## config.mk

```make
export PLATFORM = sky130hd
export DESIGN_NAME = random_dropout_hold_mixer_core_flat
export DESIGN_NICKNAME = d
export VERILOG_FILES = /design/src/rtl/rdhm_pkg.sv /design/src/rtl/rdhm_req_if.sv /design/src/rtl/rdhm_rsp_if.sv /design/src/rtl/rdhm_mul.sv /design/src/rtl/rdhm_csr.sv /design/src/rtl/rdhm_engine.sv /design/src/rtl/random_dropout_hold_mixer_core.sv /design/src/flat_wrapper.sv
export SDC_FILE = /design/constraint.sdc
export NUM_CORES = 2
export LEC_CHECK = 0
export BUFFER_PORTS_ARGS = -buffer_cell sky130_fd_sc_hd__buf_2
export CORE_MARGIN = 4
export CORE_UTILIZATION = 35
export CTS_BUF_LIST = sky130_fd_sc_hd__clkbuf_4 sky130_fd_sc_hd__clkbuf_8
export CTS_CLUSTER_DIAMETER = 80
export CTS_CLUSTER_SIZE = 16
export DETAILED_ROUTE_END_ITERATION = 10
export PLACE_DENSITY = 0.47
export REMOVE_ABC_BUFFERS = 1
export SYNTH_ARGS = -nofsm -noshare
export SYNTH_HDL_FRONTEND = slang
export SYNTH_SLANG_ARGS = --single-unit
export TNS_END_PERCENT = 20
```

## constraint.sdc

```tcl
create_clock -name clock -period 12.2 [get_ports clock]
set_clock_uncertainty 0.2 [all_clocks]
set_input_delay 1.83 -clock clock [delete_from_list [all_inputs] [get_ports clock]]
set_output_delay 1.83 -clock clock [all_outputs]
set_load 0.03 [all_outputs]
```

## src/rtl/rdhm_pkg.sv

```systemverilog
// Shared types and constants of the dropout hold mixer.
`default_nettype none

package rdhm_pkg;

   // configuration port
   localparam int CSR_IDX_W  = 3;
   localparam int CSR_DATA_W = 17;

   localparam logic [CSR_IDX_W-1:0] REG_ENABLE     = 3'd0;
   localparam logic [CSR_IDX_W-1:0] REG_CH_COUNT   = 3'd1;
   localparam logic [CSR_IDX_W-1:0] REG_THRESHOLD  = 3'd2;
   localparam logic [CSR_IDX_W-1:0] REG_HOLD_LEN   = 3'd3;
   localparam logic [CSR_IDX_W-1:0] REG_MIX_LEVEL  = 3'd4;

   localparam int CH_CNT_W   = 2;
   localparam int THRESH_W   = 16;
   localparam int HOLD_REG_W = 16;
   localparam int MIX_W      = 17;

   // random generator
   localparam int          RNG_W    = 32;
   localparam logic [31:0] LCG_MUL  = 32'd1664525;
   localparam logic [31:0] LCG_ADD  = 32'd1013904223;
   localparam logic [31:0] RNG_SEED = 32'h9E37_79B9;
   localparam int          RND_LSB  = 8;

   localparam logic [MIX_W-1:0] MIX_ONE = 17'h1_0000;
   localparam int               MIX_SHIFT = 16;

   // second operand of the shared multiplier: LCG factor or mix level, signed
   localparam int MUL_B_W = 22;

   typedef struct packed {
      logic                  enable;
      logic                  clear;
      logic [CH_CNT_W-1:0]   channel_count;
      logic [THRESH_W-1:0]   drop_threshold;
      logic [HOLD_REG_W-1:0] hold_length;
      logic [MIX_W-1:0]      mix_level;
   } cfg_type;

endpackage

`default_nettype wire

```

## src/rtl/rdhm_req_if.sv

```systemverilog
// Input channel carrying one dry stereo frame per item.
`default_nettype none

interface rdhm_req_if #(
   parameter int SAMPLE_WIDTH = 24
);
   logic                           valid;
   logic                           ready;
   logic signed [SAMPLE_WIDTH-1:0] left_in;
   logic signed [SAMPLE_WIDTH-1:0] right_in;

   modport source (output valid, output left_in, output right_in, input ready);
   modport sink   (input valid, input left_in, input right_in, output ready);
endinterface

`default_nettype wire

```

## src/rtl/rdhm_rsp_if.sv

```systemverilog
// Result channel carrying one mixed stereo frame per item.
`default_nettype none

interface rdhm_rsp_if #(
   parameter int SAMPLE_WIDTH = 24
);
   logic                           valid;
   logic                           ready;
   logic signed [SAMPLE_WIDTH-1:0] left_out;
   logic signed [SAMPLE_WIDTH-1:0] right_out;

   modport source (output valid, output left_out, output right_out, input ready);
   modport sink   (input valid, input left_out, input right_out, output ready);
endinterface

`default_nettype wire

```

## src/rtl/rdhm_mul.sv

```systemverilog
// Shared signed multiplier with a registered product.
`default_nettype none

module rdhm_mul #(
   parameter int A_W = 33,
   parameter int B_W = 22
) (
   input  wire logic                     clock,
   input  wire logic signed [A_W-1:0]    op_a,
   input  wire logic signed [B_W-1:0]    op_b,
   output logic signed [A_W+B_W-1:0]     product
);

   logic signed [A_W+B_W-1:0] product_ff;
   logic signed [A_W+B_W-1:0] product_in;

   assign product_in = op_a * op_b;

   always_ff @(posedge clock) begin
      product_ff <= product_in;
   end

   assign product = product_ff;

endmodule

`default_nettype wire

```

## src/rtl/rdhm_csr.sv

```systemverilog
// Configuration registers and the state clear strobe.
`default_nettype none

module rdhm_csr import rdhm_pkg::*; (
   input  wire logic                  clock,
   input  wire logic                  reset,
   input  wire logic                  csr_we,
   input  wire logic [CSR_IDX_W-1:0]  csr_index,
   input  wire logic [CSR_DATA_W-1:0] csr_data,
   output cfg_type                    cfg
);

   logic                  enable_ff,    enable_in;
   logic [CH_CNT_W-1:0]   ch_count_ff,  ch_count_in;
   logic [THRESH_W-1:0]   threshold_ff, threshold_in;
   logic [HOLD_REG_W-1:0] hold_len_ff,  hold_len_in;
   logic [MIX_W-1:0]      mix_ff,       mix_in;
   logic                  clear;

   always_comb begin
      enable_in    = enable_ff;
      ch_count_in  = ch_count_ff;
      threshold_in = threshold_ff;
      hold_len_in  = hold_len_ff;
      mix_in       = mix_ff;
      clear        = 1'b0;
      if (csr_we) begin
         case (csr_index)
            REG_ENABLE: begin
               enable_in = csr_data[0];
               clear     = ~csr_data[0];
            end
            REG_CH_COUNT:  ch_count_in  = csr_data[CH_CNT_W-1:0];
            REG_THRESHOLD: threshold_in = csr_data[THRESH_W-1:0];
            REG_HOLD_LEN:  hold_len_in  = csr_data[HOLD_REG_W-1:0];
            REG_MIX_LEVEL: mix_in       = csr_data[MIX_W-1:0];
            default: ;
         endcase
      end
   end

   always_ff @(posedge clock) begin
      if (reset) begin
         enable_ff    <= 1'b0;
         ch_count_ff  <= CH_CNT_W'(2);
         threshold_ff <= '0;
         hold_len_ff  <= HOLD_REG_W'(1);
         mix_ff       <= '0;
      end else begin
         enable_ff    <= enable_in;
         ch_count_ff  <= ch_count_in;
         threshold_ff <= threshold_in;
         hold_len_ff  <= hold_len_in;
         mix_ff       <= mix_in;
      end
   end

   assign cfg.enable         = enable_ff;
   assign cfg.clear          = clear;
   assign cfg.channel_count  = ch_count_ff;
   assign cfg.drop_threshold = threshold_ff;
   assign cfg.hold_length    = hold_len_ff;
   assign cfg.mix_level      = mix_ff;

endmodule

`default_nettype wire

```

## src/rtl/rdhm_engine.sv

```systemverilog
// Per-channel sequencer around the shared multiplier: LCG step, drop decision, mix.
`default_nettype none

module rdhm_engine import rdhm_pkg::*; #(
   parameter int SAMPLE_WIDTH = 24,
   parameter int HOLD_WIDTH   = 16,
   parameter int CHANNELS     = 2
) (
   input  wire logic                           clock,
   input  wire logic                           reset,
   input  wire cfg_type                        cfg,
   input  wire logic                           req_valid,
   output logic                                req_ready,
   input  wire logic signed [SAMPLE_WIDTH-1:0] req_left,
   input  wire logic signed [SAMPLE_WIDTH-1:0] req_right,
   output logic                                rsp_valid,
   input  wire logic                           rsp_ready,
   output logic signed [SAMPLE_WIDTH-1:0]      rsp_left,
   output logic signed [SAMPLE_WIDTH-1:0]      rsp_right
);

   localparam int SW       = SAMPLE_WIDTH;
   localparam int HW       = HOLD_WIDTH;
   localparam int MUL_A_W  = (SW + 1 > RNG_W + 1) ? SW + 1 : RNG_W + 1;
   localparam int PROD_W   = MUL_A_W + MUL_B_W;
   localparam int CH_W     = 2;
   localparam int CH_IDX_W = (CHANNELS > 1) ? $clog2(CHANNELS) : 1;

   typedef enum logic [2:0] {
      S_IDLE,
      S_CHK,
      S_LCG,
      S_MIX_MUL,
      S_MIX,
      S_DONE
   } state_type;

   state_type                 state_ff, state_in;
   logic [CH_W-1:0]           ch_ff, ch_in;
   logic signed [SW-1:0]      dry_ff [2];
   logic signed [SW-1:0]      dry_in [2];
   logic signed [SW-1:0]      res_ff [2];
   logic signed [SW-1:0]      res_in [2];
   logic [RNG_W-1:0]          rng_ff, rng_in;
   logic [HW-1:0]             hold_ff [CHANNELS];
   logic [HW-1:0]             hold_in [CHANNELS];
   logic signed [SW-1:0]      held_ff [CHANNELS];
   logic signed [SW-1:0]      held_in [CHANNELS];
   logic                      rsp_valid_ff, rsp_valid_in;
   logic signed [SW-1:0]      rsp_left_ff, rsp_left_in;
   logic signed [SW-1:0]      rsp_right_ff, rsp_right_in;

   logic [CH_IDX_W-1:0]       ci;
   logic                      di;
   logic [CH_W-1:0]           active;
   logic [HW-1:0]             hold_ext;
   logic [HW-1:0]             hold_len;
   logic [MIX_W-1:0]          mix_sat;
   logic signed [SW:0]        diff;
   logic [RNG_W-1:0]          rng_next;
   logic [THRESH_W-1:0]       rnd;
   logic signed [MUL_A_W-1:0] op_a;
   logic signed [MUL_B_W-1:0] op_b;
   logic signed [PROD_W-1:0]  product;
   logic                      out_free;

   rdhm_mul #(
      .A_W(MUL_A_W),
      .B_W(MUL_B_W)
   ) u_mul (
      .clock  (clock),
      .op_a   (op_a),
      .op_b   (op_b),
      .product(product)
   );

   assign ci = ch_ff[CH_IDX_W-1:0];
   assign di = ch_ff[0];

   assign active   = (cfg.channel_count > CH_W'(CHANNELS)) ? CH_W'(CHANNELS)
                                                           : cfg.channel_count;
   assign hold_ext = HW'(cfg.hold_length);
   assign hold_len = (hold_ext == '0) ? HW'(1) : hold_ext;
   assign mix_sat  = cfg.mix_level[MIX_W-1] ? MIX_ONE : cfg.mix_level;

   assign diff     = {held_ff[ci][SW-1], held_ff[ci]} - {dry_ff[di][SW-1], dry_ff[di]};
   assign rng_next = product[RNG_W-1:0] + LCG_ADD;
   assign rnd      = rng_next[RND_LSB +: THRESH_W];

   // multiplier runs the LCG unless a mix product is being issued
   always_comb begin
      if (state_ff == S_MIX_MUL) begin
         op_a = MUL_A_W'(diff);
         op_b = MUL_B_W'({1'b0, mix_sat});
      end else begin
         op_a = MUL_A_W'({1'b0, rng_ff});
         op_b = MUL_B_W'(LCG_MUL);
      end
   end

   assign out_free  = ~rsp_valid_ff | rsp_ready;
   assign req_ready = (state_ff == S_IDLE);

   always_comb begin
      state_in     = state_ff;
      ch_in        = ch_ff;
      dry_in       = dry_ff;
      res_in       = res_ff;
      rng_in       = rng_ff;
      hold_in      = hold_ff;
      held_in      = held_ff;
      rsp_valid_in = rsp_valid_ff & ~rsp_ready;
      rsp_left_in  = rsp_left_ff;
      rsp_right_in = rsp_right_ff;

      case (state_ff)
         S_IDLE: begin
            if (req_valid) begin
               dry_in[0] = req_left;
               dry_in[1] = req_right;
               res_in[0] = req_left;
               res_in[1] = req_right;
               ch_in     = '0;
               state_in  = cfg.enable ? S_CHK : S_DONE;
            end
         end
         S_CHK: begin
            if (ch_ff >= active) begin
               state_in = S_DONE;
            end else if (hold_ff[ci] == '0) begin
               state_in = S_LCG;
            end else begin
               state_in = S_MIX_MUL;
            end
         end
         S_LCG: begin
            rng_in = rng_next;
            if (rnd < cfg.drop_threshold) begin
               held_in[ci] = '0;
               hold_in[ci] = hold_len;
            end else begin
               held_in[ci] = dry_ff[di];
               hold_in[ci] = HW'(1);
            end
            state_in = S_MIX_MUL;
         end
         S_MIX_MUL: begin
            state_in = S_MIX;
         end
         S_MIX: begin
            // floor((held - dry) * mix / 2^16); the sum stays in range
            res_in[di]  = dry_ff[di] + product[MIX_SHIFT +: SW];
            hold_in[ci] = hold_ff[ci] - HW'(1);
            ch_in       = ch_ff + CH_W'(1);
            state_in    = S_CHK;
         end
         S_DONE: begin
            if (out_free) begin
               rsp_valid_in = 1'b1;
               rsp_left_in  = res_ff[0];
               rsp_right_in = res_ff[1];
               state_in     = S_IDLE;
            end
         end
         default: state_in = S_IDLE;
      endcase

      if (cfg.clear) begin
         rng_in = RNG_SEED;
         for (int i = 0; i < CHANNELS; i++) begin
            hold_in[i] = '0;
            held_in[i] = '0;
         end
      end
   end

   always_ff @(posedge clock) begin
      if (reset) begin
         state_ff     <= S_IDLE;
         rsp_valid_ff <= 1'b0;
         rng_ff       <= RNG_SEED;
         for (int i = 0; i < CHANNELS; i++) begin
            hold_ff[i] <= '0;
            held_ff[i] <= '0;
         end
      end else begin
         state_ff     <= state_in;
         rsp_valid_ff <= rsp_valid_in;
         rng_ff       <= rng_in;
         hold_ff      <= hold_in;
         held_ff      <= held_in;
      end
      ch_ff        <= ch_in;
      dry_ff       <= dry_in;
      res_ff       <= res_in;
      rsp_left_ff  <= rsp_left_in;
      rsp_right_ff <= rsp_right_in;
   end

   assign rsp_valid = rsp_valid_ff;
   assign rsp_left  = rsp_left_ff;
   assign rsp_right = rsp_right_ff;

endmodule

`default_nettype wire

```

## src/rtl/random_dropout_hold_mixer_core.sv

```systemverilog
// Sequencing: the active channels are processed in turn, each with an LCG step, drop
//   decision and mix; a channel whose hold is still running skips the LCG step.
// Items: a new item is accepted only once the last result is registered; every LCG
//   step and mix product goes through the one shared multiplier.
// Reset: synchronous, active high; registers to defaults, LCG to its seed, holds clear.
`default_nettype none

module random_dropout_hold_mixer_core import rdhm_pkg::*; #(
   parameter int SAMPLE_WIDTH = 24,
   parameter int HOLD_WIDTH   = 16,
   parameter int CHANNELS     = 2
) (
   input  wire logic                  clock,
   input  wire logic                  reset,
   rdhm_req_if.sink                   req_chan,
   rdhm_rsp_if.source                 rsp_chan,
   input  wire logic                  csr_we,
   input  wire logic [CSR_IDX_W-1:0]  csr_index,
   input  wire logic [CSR_DATA_W-1:0] csr_data
);

   cfg_type cfg;

   rdhm_csr u_csr (
      .clock    (clock),
      .reset    (reset),
      .csr_we   (csr_we),
      .csr_index(csr_index),
      .csr_data (csr_data),
      .cfg      (cfg)
   );

   rdhm_engine #(
      .SAMPLE_WIDTH(SAMPLE_WIDTH),
      .HOLD_WIDTH  (HOLD_WIDTH),
      .CHANNELS    (CHANNELS)
   ) u_engine (
      .clock    (clock),
      .reset    (reset),
      .cfg      (cfg),
      .req_valid(req_chan.valid),
      .req_ready(req_chan.ready),
      .req_left (req_chan.left_in),
      .req_right(req_chan.right_in),
      .rsp_valid(rsp_chan.valid),
      .rsp_ready(rsp_chan.ready),
      .rsp_left (rsp_chan.left_out),
      .rsp_right(rsp_chan.right_out)
   );

endmodule

`default_nettype wire

```

## src/flat_wrapper.sv

```systemverilog
// flat-port wrapper written by rule: the top's interface ports become plain ports
module random_dropout_hold_mixer_core_flat import rdhm_pkg::*;
#(
   parameter int SAMPLE_WIDTH = 24,
   parameter int HOLD_WIDTH   = 16,
   parameter int CHANNELS     = 2
)
  (clock, reset, csr_we, csr_index, csr_data, req_chan_valid, req_chan_left_in, req_chan_right_in, req_chan_ready, rsp_chan_valid, rsp_chan_left_out, rsp_chan_right_out, rsp_chan_ready);
  rdhm_req_if #(.SAMPLE_WIDTH(SAMPLE_WIDTH)) req_chan_i ();
  rdhm_rsp_if #(.SAMPLE_WIDTH(SAMPLE_WIDTH)) rsp_chan_i ();
  input  wire logic clock;
  input  wire logic reset;
  input  wire logic csr_we;
  input  wire logic [CSR_IDX_W-1:0] csr_index;
  input  wire logic [CSR_DATA_W-1:0] csr_data;
  input wire logic [$bits(req_chan_i.valid)-1:0] req_chan_valid;
  input wire logic [$bits(req_chan_i.left_in)-1:0] req_chan_left_in;
  input wire logic [$bits(req_chan_i.right_in)-1:0] req_chan_right_in;
  output wire logic [$bits(req_chan_i.ready)-1:0] req_chan_ready;
  output wire logic [$bits(rsp_chan_i.valid)-1:0] rsp_chan_valid;
  output wire logic [$bits(rsp_chan_i.left_out)-1:0] rsp_chan_left_out;
  output wire logic [$bits(rsp_chan_i.right_out)-1:0] rsp_chan_right_out;
  input wire logic [$bits(rsp_chan_i.ready)-1:0] rsp_chan_ready;
  assign req_chan_i.valid = req_chan_valid;
  assign req_chan_i.left_in = req_chan_left_in;
  assign req_chan_i.right_in = req_chan_right_in;
  assign req_chan_ready = req_chan_i.ready;
  assign rsp_chan_valid = rsp_chan_i.valid;
  assign rsp_chan_left_out = rsp_chan_i.left_out;
  assign rsp_chan_right_out = rsp_chan_i.right_out;
  assign rsp_chan_i.ready = rsp_chan_ready;
  random_dropout_hold_mixer_core #(.SAMPLE_WIDTH(SAMPLE_WIDTH), .HOLD_WIDTH(HOLD_WIDTH), .CHANNELS(CHANNELS)) u_core (.clock(clock), .reset(reset), .req_chan(req_chan_i), .rsp_chan(rsp_chan_i), .csr_we(csr_we), .csr_index(csr_index), .csr_data(csr_data));
endmodule
```

Yosys cells after proc, flatten, opt, wreduce, memory -nomap -nowiden:

Cells that the tools add are included.

* register bits: 354

* eq/ne operators: 11
* add/sub/neg operators: 5
* bitwise logic cells: 11
* reductions and logical operators: 17
* mux-type cells: 39
* $lt $le $gt $ge: 5
* $mul: 1

Operators by type and width (count)
* $mux W24: 7
* $bwmux W48: 2
* $mux W48: 2
* $pmux W48 S2: 1
* $mux W16: 5
* $bwmux W32: 2
* $pmux W32 S2: 1
* $and A48 B48 Y48: 1
* $not A48 Y48: 1
* $mul A33 B22 Y40: 1
* $mux W33: 1
* $add A32 B30 Y32 const B: 1
* $logic_not A16 Y1: 2
* $mux W32: 1
* $and A30 B30 Y30: 1
* $not A30 Y30: 1
* $sub A24 B24 Y25: 1
* $add A24 B24 Y24: 1
* $demux W24 S1: 1
* $mux W21: 1
* $pmux W3 S6: 1
* $reduce_and A2 Y1: 9
* $mux W17: 1
* $demux W16 S1: 1
* 24 further kinds: 43

Logic depth before layout (Yosys ltp):

* depth after elaboration: 9
* gate-level depth with buffers: 44
* gate-level depth less buffers: 37

Cells and area by module:

A second synthesis with hierarchy kept.

* cell total of the unflattened synthesis: 4604
* area, all modules: 43021.3 um2

By module, submodules not included
* rdhm_mul: times used 1, sequential area each 1101.1 um2, area each 26837.0 um2, cells each 2934
* rdhm_engine: times used 1, sequential area each 6706.4 um2, area each 14007.2 um2, cells each 1471
* rdhm_csr: times used 1, sequential area each 1041.0 um2, area each 2177.1 um2, cells each 199

Least setup slack after synthesis:

OpenSTA, ideal clock, no wires.

* kind: reg2reg
* from: reg u_core.u_engine.ch_ff[0]
* to: reg u_core.u_engine.u_mul.product_ff[39], in the netlist u_core.u_engine.u_mul.product[39]
* required time: 11.877 ns
* buffers on the path: 7
* clock period less this slack: 10.322 ns
* setup time: 0.123 ns
* stages on the path, launching flop included: 41
* slack: 1.878 ns
* data arrival time: 10.000 ns
* path through: edfxtp_1 > buf_2 > buf_2 > buf_1 > clkbuf_1 > buf_2 > buf_2 > mux2_2 > ha_1 > or3_1 > o221ai_1 > a21oi_1 > o21ai_1 > a21boi_1 > o21ai_1 > a21boi_1 > or4_1 > buf_2 > (+5 left out) > inv_1 > fa_1 > inv_1 > fa_1 > fa_1 > fa_1 > inv_1 > ha_1 > a21o_1 > a21o_1 > a21oi_1 > o31ai_4 > a21oi_4 > o31ai_2 > a21bo_2 > nor4_2 > o31ai_2 > xnor2_1

* cells in the longest elaborated chain, start to end: 7
* elaborated cells on any way between the ends: 10

RTL lines
* start: declaration: RTL line rdhm_engine.sv:39 `logic [CH_W-1:0] ch_ff, ch_in;`
* start signal: assignment: RTL line rdhm_engine.sv:193 `ch_ff <= ch_in;`
* $not A1 Y2 (not written as such) *: RTL line rdhm_engine.sv:86 `assign diff = {held_ff[ci][SW-1], held_ff[ci]} - {dry_ff[di][SW-1], dry_ff[di]};`
* $mux W24 (not written as such) (3 in a row): RTL line rdhm_engine.sv:86
* $sub A24 B24 Y25 *: RTL line rdhm_engine.sv:86
* $mux W33 *: RTL line rdhm_engine.sv:92 `if (state_ff == S_MIX_MUL) begin`
* $mul A33 B22 Y40 *: RTL line rdhm_mul.sv:17 `assign product_in = op_a * op_b;`
* net u_core.u_engine.u_mul.product_in[39]: RTL line rdhm_mul.sv:15 `logic signed [A_W+B_W-1:0] product_in;`
* end signal: assignment: RTL line rdhm_mul.sv:20 `product_ff <= product_in;`
* end: declaration: RTL line rdhm_mul.sv:14 `logic signed [A_W+B_W-1:0] product_ff;`

Mark *: on every way through the listed nets, which the timed path passes. The rest lies on a longest branch. The select of a mux whose other input is x is not followed.
A chain may end at the register's enable or synchronous reset.

Worst setup path after layout:

* from: reg u_core.u_engine.ch_ff[0]
* to: reg u_core.u_engine.u_mul.product_ff[36], in the netlist u_core.u_engine.u_mul.product[36]

The elaborated chain is that of the path after synthesis.

==> run metrics <==
Root Driver clkbuf_8; Yosys Warn Count 0; outcome finished clean; Register-to-Register Path Depth 31; cts repair resizes 0; drt pass-1 iters 5; Final Hold Viols 0; DP HPWL between 80,000 and 90,000 um; Hold Path Origin u_core.u_engine.res_ff[7]; Tightest Hold Check Type reg -> reg; hold buffer count at CTS 0; initial DRC count 1,825; Startpoint Class register; Routed Antenna Nets 0; maximum capacitance violations 0; top post-synthesis cells by area fa_1 28%, edfxtp_1 13%, dfxtp_1 12%, inv_1 7.3%, ha_1 7.2%; clk buf depth 3; Tmin final between 10 and 15 ns; Compound-Gate Fraction of Synth Area between 10 and 15%; first-pass GRT wire length 169,000 um; area leader, netlist fa_1; Die Ht 320 um; number of cell rows between 100 and 150; Worst-path clk slew approximately 0.10 ns; pin count of the biggest net entering global routing 73; TNS Setup 0 ns; maximum achievable frequency between 90 and 100 MHz; top_reg_cell synth dfxtp_1; Synth top area share ~28%; Core ar. slightly below 100,000 um2; vias in the first global route around 26,000; Num CTS Buffers 27; ys async rst share 0%; Reg2Reg Launch Point u_core.u_engine.ch_ff[0]; Clock Latency Late Sink ~0.7 ns; Final nets 4,530; post-route setup slack 1.42 ns; pin slew with the least headroom to its limit between 1 and 1.5 ns; Crit Path Max Fanout 19; unrepaired setup endpoints after global routing no; CP max-delay cell xnor2_2; CTS tree done; Setup violations, final 0; DR vias/cell about 5.0; die area 102,000 um2; GRT Util Overall 21.8%; initial antenna violation count 2; clock sinks about 350; mux contribution to synthesized area 1.82%; wire per inst between 20 and 25 um; die width approximately 320 um; Mean Syn Cell Area slightly above 9 um2; Synth Instances 3,737; xor/xnor share of the synthesized area 3.40%; share of layout cells above drive strength 1 under 10%; WP data required about 13 ns; Hold Crit Depth 0; Max Slew Vio Count 0; pre-CTS setup slack between 1.5 and 2 ns; Hold Path Sink u_core.u_engine.rsp_right[7]; DR vias 25,561; Worst Path Class, Setup reg -> reg; GRT overflow 0; Initial Utilization 35.2%; H-Tree Depth 1; CP max stage delay approximately 0.8 ns; adder-cell share of the synthesized area a little over a third; post-synthesis sequential area ratio 25.2%; final routed DRC violation total 0; Mapped Area approximately 34,000 um2; EDFF count, synth between 100 and 150; Worst slew margin around 15%; R2R setup slack around 1.4 ns; # IOs between 100 and 150; Synth cell types between 80 and 90; Worst Path Arrival about 11 ns; DRT Wirelength 112,000 um; Routability Congestion 0.894; number of port buffers ~120; Final Cycle Share between 80 and 90%; Top cell by count, worst path fa_1; Post-CTS Setup Inserts 0; Setup crit end kind register; largest family of logic cells by synthesized area adder cells; Area Growth Syn to Fin 7.73%; worst r2r dst u_core.u_engine.u_mul.product[36]; Synth Area in Simple Gates between 10 and 15%; Synth Register Bits about 350
how the worst max path moves through the flow:
| stage | depth (start not counted) | slack [ns] | start | to |
|---|---|---|---|---|
| 6_report | 31 | 1.42 | u_core.u_engine.ch_ff[0] | u_core.u_engine.u_mul.product[36] |
| 5_1_grt | 32 | 1.02 | u_core.u_engine.ch_ff[0] | u_core.u_engine.u_mul.product[36] |
| 4_1_cts | 33 | 1.62 | u_core.u_engine.ch_ff[0] | u_core.u_engine.u_mul.product[36] |
| 3_5_place_dp | 33 | 1.80 | u_core.u_engine.ch_ff[0] | u_core.u_engine.u_mul.product[36] |
| 3_3_place_gp | 33 | 1.83 | u_core.u_engine.ch_ff[0] | u_core.u_engine.u_mul.product[36] |
| 2_1_floorplan | 31 | 0.60 | u_core.u_engine.ch_ff[0] | u_core.u_engine.u_mul.product[39] |
final cells by class:
class	instances	area [um2]
Multi-Input combinational cell	2566	22400
Timing Repair Buffer	179	1050
Tap cell	1276	1600
Antenna cell	2	5.00
Clock buffer	41	483
Fill cell	9992	60000
Clock inverter	5	43.8
Sequential cell	354	8550
Inverter	663	2490
cells in the mapped netlist (4+ instances only):
cell type / n
inv_1: 661
nand2_1: 526
fa_1: 470
nor2_1: 304
a21oi_1: 210
dfxtp_1: 208
ha_1: 196
edfxtp_1: 146
clkbuf_1: 130
xnor2_1: 94
nand3_1: 89
o21ai_0: 77
a22o_1: 64
and2_1: 46
a21o_1: 45
nor3_1: 40
mux2i_1: 36
xor2_1: 33
o21a_1: 31
nand2b_1: 30
nor2b_1: 29
a31oi_1: 25
mux2_2: 23
a211oi_1: 16
and3_1: 16
or2_2: 14
o21ai_1: 13
o211ai_1: 12
buf_1: 11
buf_2: 10
o21bai_1: 10
o221a_2: 8
a21boi_0: 7
nor4_1: 7
or3_1: 7
a31o_2: 6
nand4_1: 5
nor3b_1: 5
a211o_1: 4
or4_1: 4
cell families after synthesis:
kind of cell               count (synthesis)
DFF                                      354
muxes                                     59
adders and majority gates                666
xor gates and xnor gates                 129
AOI/OAI and AO/OA                        578
and+or+nand+nor                         1134
buffers and inverters                    817
critical path, delay by kind of cell, from the launching register on:
| family | cells | cell delay, ns |
|---|---|---|
| buffers and inverters | 2 | 0.40 |
| AO/OA/AOI/OAI | 11 | 3.10 |
| multiplexers | 1 | 0.39 |
| flip-flops | 1 | 0.50 |
| XOR/XNOR | 1 | 0.80 |
| adder cells (fa/ha/maj) | 9 | 4.22 |
| AND/OR/NAND/NOR | 7 | 1.02 |
through the flow:
step | utilization (%) | cell area [um2] | hold slack, ns | instances
5_1_grt | 37.9 | 36600 | 0.236 | 5085
4_1_cts | 37.9 | 36600 | 0.229 | 5084
3_5_place_dp | 37.4 | 36100 | 0.205 | 5038
2_1_floorplan | - | 33400 | 0.200 | 3583
6_report | 37.9 | 36600 | 0.228 | 5086
3_3_place_gp | 37.4 | 36100 | 0.202 | 5038
registers in the layout, summed over array words and instances (netlist names):
register,flops
u_core.u_csr.hold_len_ff,16
u_core.u_engine.res_ff,48
u_core.u_engine.u_mul.product,40
u_core.u_engine.state_ff,3
u_core.u_engine.held_ff,48
u_core.u_engine.dry_ff,48
u_core.u_engine.rng_ff,32
u_core.u_csr.ch_count_ff,2
u_core.u_engine.ch_ff,2
u_core.u_csr.threshold_ff,16
u_core.u_engine.hold_ff,32
u_core.u_engine.rsp_left,24
u_core.u_csr.mix_ff,17
u_core.u_engine.rsp_right,24
u_core.u_csr.enable_ff,1
u_core.u_engine.rsp_valid,1
cells in the final DEF (no fill, tap or decap), types with 25 or more instances in the layout:
cell / instances
nor2b_1: 29
ha_1: 196
fa_1: 470
a21oi_1: 210
mux2i_1: 36
clkbuf_8: 28
nand2_1: 525
nor2_1: 297
inv_1: 660
xor2_1: 33
edfxtp_1: 146
xnor2_1: 93
a31oi_1: 25
a21o_1: 45
buf_2: 122
buf_4: 56
o21a_1: 31
dfxtp_1: 208
nand3_1: 89
nor3_1: 39
nand2b_1: 30
and2_1: 46
a22o_1: 64
o21ai_0: 76
layer usage:
metal,wire [um],share of wire [%],up-vias,global-route usage (%)
met3,7110,6.4,153,3.64
met2,49500,44,742,34.0
met4,4140,3.7,0,6.76
met1,50900,46,12681,31.0
met5,0,0,-,0
li1,-,-,11985,-
Power is not shown: default switching activity piles up to over one toggle a cycle in this logic, so the estimate is an artifact.
